### src/hdl/i2d_pkg.sv
// Shared types and constants for the integer to decimal string converter.
package i2d_pkg;

    localparam int MAG_W  = 32;              // magnitude width
    localparam int NDIG   = 10;              // decimal digits of a 32-bit magnitude
    localparam int BCD_W  = 4 * NDIG;
    localparam int IDX_W  = $clog2(NDIG);
    localparam int STEP_W = $clog2(MAG_W);
    localparam int WID_W  = 6;               // holds any width up to 32
    localparam int BODY_W = 4;               // sign plus digits, at most 11

    localparam logic [7:0] PAD_CHAR   = 8'h0B;
    localparam logic [7:0] MINUS_CHAR = 8'h2D;
    localparam logic [7:0] ZERO_CHAR  = 8'h30;

    typedef struct packed {
        logic [4:0]         min_width;
        logic signed [31:0] number;
    } t_in_word;

    typedef struct packed {
        logic [7:0] character;
        logic       final_char;
    } t_out_word;

    typedef enum logic [1:0] {
        S_IDLE,
        S_CONV,
        S_SETUP,
        S_EMIT
    } t_state;

    typedef struct packed {
        logic load;
        logic step;
        logic setup;
        logic emit;
    } t_dp_cmd;

    typedef struct packed {
        logic last;
    } t_dp_sts;

endpackage

### src/hdl/integer_to_decimal_string.sv
// Top level: signed 32-bit integer to padded decimal ASCII characters.
//
//  channel | valid   | stall   | word
//  --------+---------+---------+------------------------------------------
//  input   | i_valid | o_stall | i_data: min_width, number
//  output  | o_valid | i_stall | o_data: character, final_char
//
// One number is accepted, converted by a 32-step shift-add-3 loop and laid out,
// then sent one character per cycle while the output does not stall, giving
// max(width, sign + digits) characters, at most MAX_WIDTH or 11.
// The BCD conversion loop takes the bulk of the time for each number.
// Reset is synchronous, active low, and clears the controller and o_valid.
// Output stalls hold the current word; the next number is taken once the
// previous string's last word is in the output register.
module integer_to_decimal_string #(
    parameter int MAX_WIDTH = 16
) (
    input  logic               i_clk,
    input  logic               i_rst_n,
    input  logic               i_valid,
    output logic               o_stall,
    input  i2d_pkg::t_in_word  i_data,
    output logic               o_valid,
    input  logic               i_stall,
    output i2d_pkg::t_out_word o_data
);
    import i2d_pkg::*;

    t_dp_cmd cmd;
    t_dp_sts sts;

    i2d_ctrl u_ctrl (
        .i_clk       (i_clk),
        .i_rst_n     (i_rst_n),
        .i_in_valid  (i_valid),
        .o_in_stall  (o_stall),
        .o_out_valid (o_valid),
        .i_out_stall (i_stall),
        .o_cmd       (cmd),
        .i_sts       (sts)
    );

    i2d_dp #(
        .MAX_WIDTH (MAX_WIDTH)
    ) u_dp (
        .i_clk  (i_clk),
        .i_data (i_data),
        .i_cmd  (cmd),
        .o_sts  (sts),
        .o_data (o_data)
    );

endmodule

### src/hdl/i2d_dp.sv
// Datapath: shift-add-3 binary to BCD, string layout and output word register.
module i2d_dp #(
    parameter int MAX_WIDTH = 16
) (
    input  logic              i_clk,
    input  i2d_pkg::t_in_word i_data,
    input  i2d_pkg::t_dp_cmd  i_cmd,
    output i2d_pkg::t_dp_sts  o_sts,
    output i2d_pkg::t_out_word o_data
);
    import i2d_pkg::*;

    localparam logic [WID_W-1:0] WIDTH_CAP = WID_W'(MAX_WIDTH);

    logic [MAG_W-1:0]           r_mag,   n_mag;
    logic [NDIG-1:0][3:0]       r_bcd,   n_bcd;
    logic                       r_neg,   n_neg;
    logic [WID_W-1:0]           r_width, n_width;
    logic [WID_W-1:0]           r_pad,   n_pad;
    logic                       r_sign,  n_sign;
    logic [IDX_W-1:0]           r_idx,   n_idx;
    t_out_word                  r_out,   n_out;

    logic [NDIG-1:0][3:0]       adj;
    logic [BCD_W-1:0]           adj_flat;
    logic [IDX_W-1:0]           top_idx;
    logic [BODY_W-1:0]          body;
    logic [WID_W-1:0]           body_ext;
    logic [WID_W-1:0]           in_width;
    logic [7:0]                 cur_char;
    logic                       cur_last;

    always_comb begin
        for (int i = 0; i < NDIG; i++) begin
            adj[i] = (r_bcd[i] >= 4'd5) ? r_bcd[i] + 4'd3 : r_bcd[i];
        end
        adj_flat = adj;
    end

    // Highest nonzero digit; zero still shows one digit.
    always_comb begin
        top_idx = '0;
        for (int i = 0; i < NDIG; i++) begin
            if (r_bcd[i] != 4'd0) begin
                top_idx = IDX_W'(i);
            end
        end
        body     = BODY_W'(top_idx) + BODY_W'(1) + BODY_W'(r_neg);
        body_ext = WID_W'(body);
    end

    assign in_width = ({1'b0, i_data.min_width} > WIDTH_CAP) ? WIDTH_CAP
                                                             : {1'b0, i_data.min_width};

    always_comb begin
        if (r_pad != '0) begin
            cur_char = PAD_CHAR;
        end else if (r_sign) begin
            cur_char = MINUS_CHAR;
        end else begin
            cur_char = ZERO_CHAR + {4'd0, r_bcd[r_idx]};
        end
        cur_last = (r_pad == '0) && !r_sign && (r_idx == '0);
    end

    assign o_sts.last = cur_last;

    always_comb begin
        n_mag   = r_mag;
        n_bcd   = r_bcd;
        n_neg   = r_neg;
        n_width = r_width;
        n_pad   = r_pad;
        n_sign  = r_sign;
        n_idx   = r_idx;
        n_out   = r_out;
        if (i_cmd.load) begin
            n_neg   = i_data.number[MAG_W-1];
            n_mag   = i_data.number[MAG_W-1] ? (~i_data.number + MAG_W'(1))
                                             : i_data.number;
            n_bcd   = '0;
            n_width = in_width;
        end
        if (i_cmd.step) begin
            n_bcd = {adj_flat[BCD_W-2:0], r_mag[MAG_W-1]};
            n_mag = {r_mag[MAG_W-2:0], 1'b0};
        end
        if (i_cmd.setup) begin
            n_idx  = top_idx;
            n_sign = r_neg;
            n_pad  = (r_width > body_ext) ? r_width - body_ext : '0;
        end
        if (i_cmd.emit) begin
            n_out.character  = cur_char;
            n_out.final_char = cur_last;
            // advance: padding, then sign, then digits downward
            if (r_pad != '0) begin
                n_pad = r_pad - WID_W'(1);
            end else if (r_sign) begin
                n_sign = 1'b0;
            end else if (r_idx != '0) begin
                n_idx = r_idx - IDX_W'(1);
            end
        end
    end

    always_ff @(posedge i_clk) begin
        r_mag   <= n_mag;
        r_bcd   <= n_bcd;
        r_neg   <= n_neg;
        r_width <= n_width;
        r_pad   <= n_pad;
        r_sign  <= n_sign;
        r_idx   <= n_idx;
        r_out   <= n_out;
    end

    assign o_data = r_out;

endmodule

### src/hdl/i2d_ctrl.sv
// Controller: sequences conversion, layout and word emission, owns both handshakes.
module i2d_ctrl (
    input  logic             i_clk,
    input  logic             i_rst_n,
    input  logic             i_in_valid,
    output logic             o_in_stall,
    output logic             o_out_valid,
    input  logic             i_out_stall,
    output i2d_pkg::t_dp_cmd o_cmd,
    input  i2d_pkg::t_dp_sts i_sts
);
    import i2d_pkg::*;

    t_state              r_state, n_state;
    logic [STEP_W-1:0]   r_cnt,   n_cnt;
    logic                r_valid, n_valid;
    logic                out_free;

    assign out_free = !r_valid || !i_out_stall;

    always_ff @(posedge i_clk) begin
        if (!i_rst_n) begin
            r_state <= S_IDLE;
            r_cnt   <= '0;
            r_valid <= 1'b0;
        end else begin
            r_state <= n_state;
            r_cnt   <= n_cnt;
            r_valid <= n_valid;
        end
    end

    always_comb begin
        n_state = r_state;
        n_cnt   = r_cnt;
        o_cmd   = '0;
        n_valid = r_valid && i_out_stall;
        unique case (r_state)
            S_IDLE: begin
                if (i_in_valid) begin
                    o_cmd.load = 1'b1;
                    n_cnt      = '0;
                    n_state    = S_CONV;
                end
            end
            S_CONV: begin
                o_cmd.step = 1'b1;
                n_cnt      = r_cnt + STEP_W'(1);
                if (r_cnt == STEP_W'(MAG_W - 1)) begin
                    n_state = S_SETUP;
                end
            end
            S_SETUP: begin
                o_cmd.setup = 1'b1;
                n_state     = S_EMIT;
            end
            S_EMIT: begin
                if (out_free) begin
                    o_cmd.emit = 1'b1;
                    n_valid    = 1'b1;
                    if (i_sts.last) begin
                        n_state = S_IDLE;
                    end
                end
            end
            default: n_state = S_IDLE;
        endcase
    end

    assign o_in_stall  = (r_state != S_IDLE);
    assign o_out_valid = r_valid;

    a_emit_in_emit: assert property (@(posedge i_clk) disable iff (!i_rst_n)
        o_cmd.emit |-> (r_state == S_EMIT))
        else $error("emit outside emit state");

    a_emit_needs_room: assert property (@(posedge i_clk) disable iff (!i_rst_n)
        o_cmd.emit |-> (!r_valid || !i_out_stall))
        else $error("emit would overwrite a stalled word");

    a_last_ends: assert property (@(posedge i_clk) disable iff (!i_rst_n)
        (o_cmd.emit && i_sts.last) |=> (r_state == S_IDLE) && r_valid)
        else $error("final word did not end the string");

    a_setup_after_conv: assert property (@(posedge i_clk) disable iff (!i_rst_n)
        (r_state == S_SETUP) |-> ($past(r_state) == S_CONV)
                                && ($past(r_cnt) == STEP_W'(MAG_W - 1)))
        else $error("layout before conversion finished");

endmodule
### config.mk
export PLATFORM = sky130hd
export DESIGN_NAME = integer_to_decimal_string
export DESIGN_NICKNAME = d
export VERILOG_FILES = /design/src/hdl/i2d_pkg.sv /design/src/hdl/integer_to_decimal_string.sv /design/src/hdl/i2d_dp.sv /design/src/hdl/i2d_ctrl.sv
export SDC_FILE = /design/constraint.sdc
export NUM_CORES = 1
export LEC_CHECK = 0
export BUFFER_PORTS_ARGS = -buffer_cell sky130_fd_sc_hd__buf_2
export CAP_MARGIN = 20
export CORE_ASPECT_RATIO = 2
export CORE_UTILIZATION = 50
export CTS_BUF_LIST = sky130_fd_sc_hd__clkbuf_4 sky130_fd_sc_hd__clkbuf_8
export DETAILED_ROUTE_END_ITERATION = 6
export GPL_TIMING_DRIVEN = 0
export PLACE_DENSITY = 0.68
export SYNTH_ARGS = -nofsm -noshare
export SYNTH_HDL_FRONTEND = slang
export SYNTH_SLANG_ARGS = --single-unit
export TNS_END_PERCENT = 5
### constraint.sdc
create_clock -name i_clk -period 5.33 [get_ports i_clk]
set_clock_uncertainty 0.2 [all_clocks]
set_input_delay 0.2665 -clock i_clk [delete_from_list [all_inputs] [get_ports i_clk]]
set_output_delay 0.2665 -clock i_clk [all_outputs]
set_load 0.03 [all_outputs]
# Word-level counts from Yosys, hierarchy flattened
# Index checks and enable logic that the tools add are counted.
# W data, S select, Z words.
dict set report word_totals {
  in_bits 41
  ff_bits 106
}
dict set report op_classes {
  n_lt_le_gt_ge 13
  n_eq_ne 8
  reduce_logical 27
  n_mux 55
  bitwise 1
  n_addsub 18
}
# op count
set ops {}
lappend ops {{$mux W32} 3}
lappend ops {{$mux W40} 2}
lappend ops {{$mux W4} 17}
lappend ops {{$ge A4 B3 Y1 const B} 10}
lappend ops {{$reduce_bool A4 Y1} 10}
lappend ops {{$add A4 B2 Y4 const B} 9}
lappend ops {{$add A32 B2 Y32 const B} 1}
lappend ops {{$not A32 Y32} 1}
lappend ops {{$mux W6} 5}
lappend ops {{$bmux W4 S4} 1}
lappend ops {{$mux W3} 5}
lappend ops {{$mux W1} 13}
lappend ops {{$mux W2} 6}
lappend ops {{$pmux W5 S2} 1}
lappend ops {{$pmux W2 S4} 1}
lappend ops {{$add A6 B4 Y7 const A} 1}
lappend ops {{$gt A6 B4 Y1} 1}
lappend ops {{$logic_not A6 Y1} 1}
lappend ops {{$reduce_bool A2 Y1} 3}
lappend ops {{$reduce_bool A6 Y1} 1}
lappend ops {{$sub A6 B1 Y6 const B} 1}
lappend ops {{$sub A6 B4 Y6} 1}
lappend ops {{$add A5 B1 Y5 const B} 1}
lappend ops {{$eq A5 B5 Y1 const B} 1}
lappend ops {{19 further kinds} 26}

# Longest topological paths before layout
# Gate-level depths: netlist (run 1).
dict set report logic_depth {
  ltp_word 17
  ltp_mapped 16
  mapped_depth_nobuf 16
}

# Cells and area by module
# Synthesis (run 1) repeated with hierarchy kept, for this count alone.
dict set report hier_totals {
  hier_cells 646
  area_unflattened_um2 6617.6
}
# module area_each_um2 n_inst cells_per_inst
set modules_own_cells {}
lappend modules_own_cells {i2d_dp 6138.4 1 593}
lappend modules_own_cells {i2d_ctrl 479.2 1 53}

# Least setup slack after synthesis (run 1)
# Ideal clock, no wire load.
dict set report synth_timing {
  path_type {register to register}
  from {register u_dp.r_bcd[8] (netlist name)}
  to {register u_dp.r_pad[0]}
  n_path_buf 0
  path_slack_ns 1.610
  stages_incl_launch_ff 17
  synth_period_minus_slack_ns 3.720
  arrival_ns 3.384
  setup_ns 0.136
  path_cell_list {edfxtp_1 inv_1 ha_1 or3b_2 o2111ai_1 o2111ai_1 and3_1 ha_1 inv_1 ha_1 inv_1 fa_1 a21o_1 a21oi_1 o21ai_0 a221oi_1 a21oi_1}
}
dict set report synth_via {
  elab_chain_len 16
}
# element line_no
set synth_rtl {}
lappend synth_rtl {{from (decl)} i2d_dp.sv:16} ;# logic [NDIG-1:0][3:0] r_bcd, n_bcd;
lappend synth_rtl {{from (signal assigned)} i2d_dp.sv:109} ;# r_bcd <= n_bcd;
lappend synth_rtl {{$reduce_bool A4 Y1 (*)} i2d_dp.sv:44} ;# if (r_bcd[i] != 4'd0) begin
lappend synth_rtl {{$mux W2 (*) (2 in a row)} i2d_dp.sv:44}
lappend synth_rtl {{$mux W3 (*) (4 in a row)} i2d_dp.sv:44}
lappend synth_rtl {{$mux W4 (*) (2 in a row)} i2d_dp.sv:44}
lappend synth_rtl {{$add A4 B1 Y4 (*) (2 in a row)} i2d_dp.sv:48} ;# body = BODY_W'(top_idx) + BODY_W'(1) + BODY_W'(r_neg);
lappend synth_rtl {{$sub A6 B4 Y6 or $gt A6 B4 Y1 (tied branches)} i2d_dp.sv:91} ;# n_pad = (r_width > body_ext) ? r_width - body_ext : '0;
lappend synth_rtl {{$mux W6 (*)} i2d_dp.sv:91}
lappend synth_rtl {{$mux W6 (*)} i2d_dp.sv:88} ;# if (i_cmd.setup) begin
lappend synth_rtl {{$mux W6} i2d_dp.sv:97} ;# if (r_pad != '0) begin
lappend synth_rtl {{$mux W6 (*)} i2d_dp.sv:93} ;# if (i_cmd.emit) begin
lappend synth_rtl {{named net u_dp.n_pad[0]} i2d_dp.sv:19} ;# logic [WID_W-1:0] r_pad, n_pad;
lappend synth_rtl {{to (signal assigned)} i2d_dp.sv:112} ;# r_pad <= n_pad;
lappend synth_rtl {{to (decl)} i2d_dp.sv:19}
# Mark *: on every way through the listed nets, which the timed path passes. The rest lies on a longest branch.
# A chain may end at the register's enable or synchronous reset.

# Worst setup path in the final report (run 1)
dict set report layout_timing {
  from {register u_dp.r_bcd[21] (netlist name)}
  to {register u_dp.r_pad[1]}
}
dict set report layout_via {
  elab_chain_len 13
}
# element line_no
set layout_rtl {}
lappend layout_rtl {{$reduce_bool A4 Y1 (*)} i2d_dp.sv:44}
lappend layout_rtl {{$mux W3 (*) (3 in a row)} i2d_dp.sv:44}
lappend layout_rtl {{$mux W4 (*) (2 in a row)} i2d_dp.sv:44}
lappend layout_rtl {{$add A4 B1 Y4 (*) (2 in a row)} i2d_dp.sv:48}
lappend layout_rtl {{$sub A6 B4 Y6 or $gt A6 B4 Y1 (tied branches)} i2d_dp.sv:91}
lappend layout_rtl {{$mux W6 (*)} i2d_dp.sv:91}
lappend layout_rtl {{$mux W6 (*)} i2d_dp.sv:88}
lappend layout_rtl {{$mux W6} i2d_dp.sv:97}
lappend layout_rtl {{$mux W6 (*)} i2d_dp.sv:93}
lappend layout_rtl {{named net u_dp.n_pad[1]} i2d_dp.sv:19}
# Marks and branches as above.

==> run_results.csv, run 1 <==
group,metric,value,unit
die,io_pins,52,
global_route,antenna_found_initial,0,
critical_path,crit_path_end_kind,"flip-flop",
power_and_ir_drop,p_leak,2.755,nW
timing,worst_slew_pin_slew,961.0,ps
yosys,async_flop_share,0,%
detailed_routing,drt_iter0_drc,234,
clock_tree,cts_buffers,9,
power_and_ir_drop,pwr_density_cell,550.9,nW/um^2
timing,period_needed,4405,ps
timing,clock.fmax,227.0,MHz
clock_tree,cts_tree,"done",
detailed_routing,postRouteAntennaNets,0,
power_and_ir_drop,power_switching,1.666,mW
yosys,yosysMostFrequentCell,"edfxtp_1",
die,core,12630,sq um
clock_tree,path_clk_slew,110,ps
clock_tree,cts-root-buf,"clkbuf_8",
placed_design,hpwl,11.41,mm
clock_tree,clockBufferDepth,2,
detailed_routing,vias_per_cell,5.825,
cells_and_area,fin_nets,792,
cells_and_area,drive_above_1_share,12.81,%
global_route,grt_max_degree,72,
clock_tree,post_cts_buffers,0,
yosys,yosysTopAreaCellShare,38.75,%
timing,holdWs,22.30,ps
yosys,synth_ff_type,"edfxtp_1",
yosys,yosysSeqAreaShare,44.90,%
detailed_routing,drcViolationCount,0,
timing,tns,0,ps
global_route,grt_overflow,0,
power_and_ir_drop,p_sw_share,41.92,%
power_and_ir_drop,seq_power_share,42.1,%
cells_and_area,antenna_cells,0,
detailed_routing,vias,5056,
critical_path,cp_max_fo,4,
yosys,synth_area_leader_cell,"edfxtp_1",
die,die_area,13510,sq um
critical_path,cp.arrival,4440,ps
yosys,synth.area.top_cells,"edfxtp_1, ha_1, dfxtp_1",
yosys,ys_types,58,
power_and_ir_drop,p_comb_share,45.1,%
yosys,ys_ff_latch,104,
global_route,grt_first_pass_wirelength,23.34,mm
yosys,synth_common_cells,"edfxtp_1, nand2_1, inv_1",
placed_design,port_buffers,48,
power_and_ir_drop,pwr-share-clk,12.9,%
global_route,grt_usage,23.28,%
die,initial_core_util,51.56,%
power_and_ir_drop,p_int,2.308,mW
placed_design,place.gp.congestion,0.8504,
hold_path,min-delay-path-class,"input pin to flip-flop",
critical_path,crit_type,"flip-flop to flip-flop",
yosys,ys_warn_count,0,
cells_and_area,syn2layout_area_growth,10.78,%
yosys,synth_area_per_cell,10.06,sq um
die,die_w,82.69,um
timing,slew_violations,0,
die,die_y,163.4,um
detailed_routing,wire_per_inst,17.00,um
run_status,status,"finished clean",
detailed_routing,totalWireLength,14.76,mm
critical_path,cp.required,5370,ps
timing,hold_violations,0,
yosys,synth_edf_count,84,
flow_run,cap_violations,0,
timing,rsz0062_at_grt,"false",
yosys,netlist_instances,647,
clock_tree,htreeDepth,3,
clock_tree,clk_latency,380,ps
timing,period_share,82.64,%
timing,max_slew_margin,35.93,%
clock_tree,cts.sinks,104,
timing,setup_viol,0,
critical_path,setup.worst_path.start_class,"flip-flop",
yosys,syn-cell-area,6510,sq um
die,rows,58,
power_and_ir_drop,p_total,3.973,mW
detailed_routing,dr.pass1.iters,5,
global_route,grt_pass1_vias,4982,
power_and_ir_drop,irDropWorstVdd,0.2275,mV
-- cells by family after synthesis --
family	Yosys count	synth area share [%]
multiplexers	20	4.632
AND/OR/NAND/NOR	211	16.30
XOR/XNOR	52	6.996
adder cells (fa/ha/maj)	38	7.419
AO/OA/AOI/OAI	151	15.43
other	1	0.05760
flip-flops	104	44.90
buffers and inverters	70	4.267
-- routing by layer --
metal	vias to the layer above	wire length (um)	global-route usage [%]
met3	36	445	3.799
met1	2403	5177	23.05
li1	2479	-	-
met2	138	8555	43.82
met4	0	580	12.30
met5	-	0	0
-- worst max-delay path, cell delays in order, from the launching register on --
cell,delay (ps)
edfxtp_1,460
inv_1,130
ha_1,230
nor3b_1,580
o2111ai_1,310
o2111ai_1,140
and3_1,210
ha_1,180
inv_1,40
ha_1,260
inv_1,70
fa_1,460
a21o_1,200
a21oi_1,200
o21ai_0,200
a221oi_1,310
a21oi_1,80
-- final cells by class --
type / instances / area [sq um]
buffer: 26 / 112.6
clock buffer: 10 / 131.4
clock inverter: 6 / 71.32
fill: 1139 / 5415
inverter: 44 / 165.2
multi-input combinational: 474 / 3321
sequential: 104 / 2923
tap: 150 / 187.7
timing repair buffer: 54 / 300.3
-- repair_timing --
action                    4_1_cts  5_1_grt
gates resized for setup         0        0
hold endpoints to repair        6        0
hold buffers                    6        0
-- sequential cells by signal, indices dropped and copies added, names as in the netlist, 2 cells and up --
signal and cells:
u_dp.r_bcd 40, u_dp.r_idx 4, u_dp.o_data 7, u_ctrl.r_cnt 5, u_dp.r_mag 32, u_ctrl.r_state 2
u_dp.r_width 5, u_dp.r_pad 6
-- power groups by stage --
stage | registers [mW] | logic [mW] | clock network (mW)
6_report | 1.67 | 1.79 | 0.512
5_1_grt | 1.71 | 2.01 | 0.550
4_1_cts | 1.67 | 1.81 | 0.522
3_5_place_dp | 1.68 | 1.79 | 0
3_3_place_gp | 1.69 | 1.71 | 0
2_1_floorplan | 1.60 | 1.36 | 0
-- layout by cell type (no fill, tap or decap), drive strengths merged, types with 11 or more instances in the layout --
master / netlist / routed
a211oi: 11 / 11
dfxtp: 20 / 20
nand3: 11 / 11
clkbuf: 22 / 32
o21ai: 45 / 45
inv: 44 / 48
nor3: 13 / 13
xor2: 39 / 39
o31ai: 24 / 24
edfxtp: 84 / 84
nor2b: 19 / 19
ha: 37 / 37
nand2: 79 / 79
xnor2: 13 / 13
nor2: 36 / 36
a21oi: 32 / 32
mux2i: 11 / 11
nand2b: 12 / 12
buf: 4 / 52
-- path summary, 6_finish.rpt --
kind | start | end | cells after the start | slack (ps)
min reg2reg | u_dp.r_mag[0] | u_dp.r_mag[0] | 2 | 280
max reg2reg | u_dp.r_bcd[21] | u_dp.r_pad[1] | 16 | 930
min | i_data[36] | u_dp.r_width[4] | 2 | 20
max | u_dp.r_bcd[21] | u_dp.r_pad[1] | 16 | 930
-- through the flow --
stage | instance area (sq um) | worst slack [ps] | utilization, % | instances
2_1_floorplan | 6514 | 1610 | - | 648
3_3_place_gp | 6942 | 903.9 | 54.97 | 846
3_5_place_dp | 6949 | 939.6 | 55.03 | 846
4_1_cts | 7212 | 904.7 | 57.11 | 868
5_1_grt | 7212 | 519.3 | 57.11 | 868
6_report | 7212 | 925.1 | 57.11 | 868
Note: power is estimated with default switching activity, not from simulation.
==> run 2: changes to the inputs <==
--- a/config.mk
+++ b/config.mk
@@ -12,7 +12,7 @@
 export CTS_BUF_LIST = sky130_fd_sc_hd__clkbuf_4 sky130_fd_sc_hd__clkbuf_8
 export DETAILED_ROUTE_END_ITERATION = 6
 export GPL_TIMING_DRIVEN = 0
-export PLACE_DENSITY = 0.68
+export PLACE_DENSITY = 0.71
 export SYNTH_ARGS = -nofsm -noshare
 export SYNTH_HDL_FRONTEND = slang
 export SYNTH_SLANG_ARGS = --single-unit
==> constraint.sdc (replaced) <==
create_clock -name i_clk -period 3.9 [get_ports i_clk]
set_clock_uncertainty 0.2 [all_clocks]
set_input_delay 0.195 -clock i_clk [delete_from_list [all_inputs] [get_ports i_clk]]
set_output_delay 0.195 -clock i_clk [all_outputs]
set_load 0.03 [all_outputs]
==> run_results.csv, run 2 (synthesis results as in run 1) <==
group,metric,value,unit
run_status,status,"finished clean",
cells_and_area,multi_input_area,3437,sq um
clock_tree,cts-root-buf,"clkbuf_8",
global_route,grt_pass1_vias,5248,
clock_tree,cts.sinks,104,
critical_path,crit_type,"flip-flop to flip-flop",
cells_and_area,fin_nets,817,
power_and_ir_drop,p_leak,2.885,nW
cells_and_area,drive_above_1_share,16.29,%
cells_and_area,final_core_util,59.67,%
detailed_routing,vias,5207,
hold_path,min_path_cells,3,
detailed_routing,drcViolationCount,0,
flow_run,cap_violations,0,
critical_path,cp_common_cell,"inv_1",
die,rows,58,
cells_and_area,fill_cells,1089,
detailed_routing,vias_per_cell,5.831,
critical_path,cp.arrival,3770,ps
die,die_w,82.69,um
placed_design,hpwl,11.61,mm
critical_path,cp.required,3950,ps
placed_design,port_buffers,48,
timing,clock.fmax,268.9,MHz
critical_path,setup.worst_path.start_class,"flip-flop",
cells_and_area,final_common_cell,"edfxtp_1",
detailed_routing,postRouteAntennaNets,0,
die,core,12630,sq um
clock_tree,cts_buffers,9,
hold_path,min-delay-path-class,"input pin to flip-flop",
timing,period_share,95.35,%
detailed_routing,drt_iter0_drc,300,
detailed_routing,wire_per_inst,17.48,um
cells_and_area,antenna_cells,0,
die,die_area,13510,sq um
power_and_ir_drop,irDropWorstVdd,0.4457,mV
clock_tree,clockBufferDepth,2,
cells_and_area,largest_reg_flops,40,
critical_path,cp_max_fo,4,
placed_design,place.gp.congestion,0.8419,
global_route,grt_overflow,0,
timing,slew_violations,0,
critical_path,cpLargestDelayFamily,"compound AO/OA/AOI/OAI gates",
timing,setup_viol,0,
die,io_pins,52,
global_route,antenna_found_initial,0,
timing,holdWs,21.49,ps
critical_path,reg2reg_depth,16,
timing,worst_slew_pin_slew,949.2,ps
detailed_routing,dr.pass1.iters,5,
power_and_ir_drop,p_total,5.657,mW
hold_path,min_delay_worst_endpoint,"u_dp.r_mag[17]",
critical_path,reg2reg_from,"u_dp.r_bcd[8]",
critical_path,r2r_end,"u_dp.r_pad[0]",
critical_path,crit_path_end_kind,"flip-flop",
timing,hold_violations,0,
die,initial_core_util,51.56,%
cells_and_area,seqCellArea,2923,sq um
die,die_y,163.4,um
timing,tns,0,ps
global_route,grt_first_pass_wirelength,25.31,mm
clock_tree,path_clk_slew,110,ps
detailed_routing,totalWireLength,15.61,mm
critical_path,reg2reg_slack,180,ps
clock_tree,htreeDepth,3,
critical_path,crit_slowest_cell,"edfxtp_1",
timing,max_slew_margin,36.67,%
cells_and_area,final_cell_mix,"edfxtp_1, nand2_1, buf_2, inv_1",
timing,period_needed,3719,ps
hold_path,hp-start,"i_data[17]",
global_route,grt_usage,25.15,%
critical_path,crit_buf_inv,3,
cells_and_area,regMostFlops,"u_dp.r_bcd",
cells_and_area,syn2layout_area_growth,15.74,%
critical_path,crit_path_cell_trace,"inv_2, ha_4, or3b_4, o2111ai_4, o2111ai_2, and3_4, ha_1, inv_1, ha_2, inv_1, fa_2, a21o_1, a21oi_2, o21ai_2, a221oi_2, a21oi_1",
critical_path,slowest_delay,460,ps
clock_tree,cts_tree,"done",
global_route,grt_max_degree,72,
clock_tree,clk_latency,390,ps
power_and_ir_drop,pwr_density_cell,750.7,nW/um^2
## run 2: repair_timing
item                                    in CTS  in global routing
endpoints found under the setup margin       6                  6
pin swaps                                    5                  7
gates resized for setup                     14                 12
hold buffers                                20                  0
endpoints found under the hold margin       20                  0
setup buffers                                4                  7
## run 2: final cells by class
class / instances / area share [%]
clock inverters: 6 / 0.6476
multi-input cells: 474 / 45.62
repair buffers: 79 / 6.941
well taps: 150 / 2.491
plain buffers: 26 / 1.495
inverters: 44 / 2.192
clock buffers: 10 / 1.827
flip-flops and latches: 104 / 38.79
## run 2: metal layers
metal | global-route usage (%) | up-vias | share of wire [%]
met3 | 3.352 | 50 | 2.5
met4 | 14.42 | 0 | 5.0
met5 | 0 | - | 0
li1 | - | 2534 | -
met1 | 25.84 | 2489 | 35
met2 | 46.35 | 134 | 57
## run 2: worst max-delay path by stage
stage	start	to	slack, ps	depth (start not counted)
CTS	u_dp.r_bcd[8]	u_dp.r_pad[0]	-3	16
finish	u_dp.r_bcd[8]	u_dp.r_pad[0]	180	16
global placement	u_ctrl.r_state[1]	u_dp.r_bcd[10]	-460	5
floorplan	u_dp.r_bcd[8]	u_dp.r_pad[0]	180	16
global route	u_dp.r_bcd[20]	u_dp.r_pad[0]	-40	16
detailed placement	u_dp.r_bcd[20]	u_dp.r_pad[0]	-380	16
## run 2: where the power goes
part / internal [mW] / switching, mW / total [mW] / leakage (nW)
clock network: 0.259 / 0.403 / 0.661 / 0.0957
logic: 1.09 / 1.59 / 2.68 / 1.78
registers: 1.89 / 0.423 / 2.31 / 1.01
## run 2: metrics by stage
step                setup WS (ps)  std cells  instance area [sq um]
floorplan                   180.1        648                   6514
global placement           -464.6        846                   6942
detailed placement         -381.7        846                   6949
CTS                        -2.817        886                   7421
global route               -37.99        893                   7535
finish                      181.4        893                   7535
## run 2: worst reg2reg max path: cells and delay by family (launching register included)
family / cells / cell delay (ps)
flops: 1 / 460
compound gates: 7 / 1120
buf+inv: 3 / 230
simple gates: 2 / 590
fa+ha+maj: 4 / 980
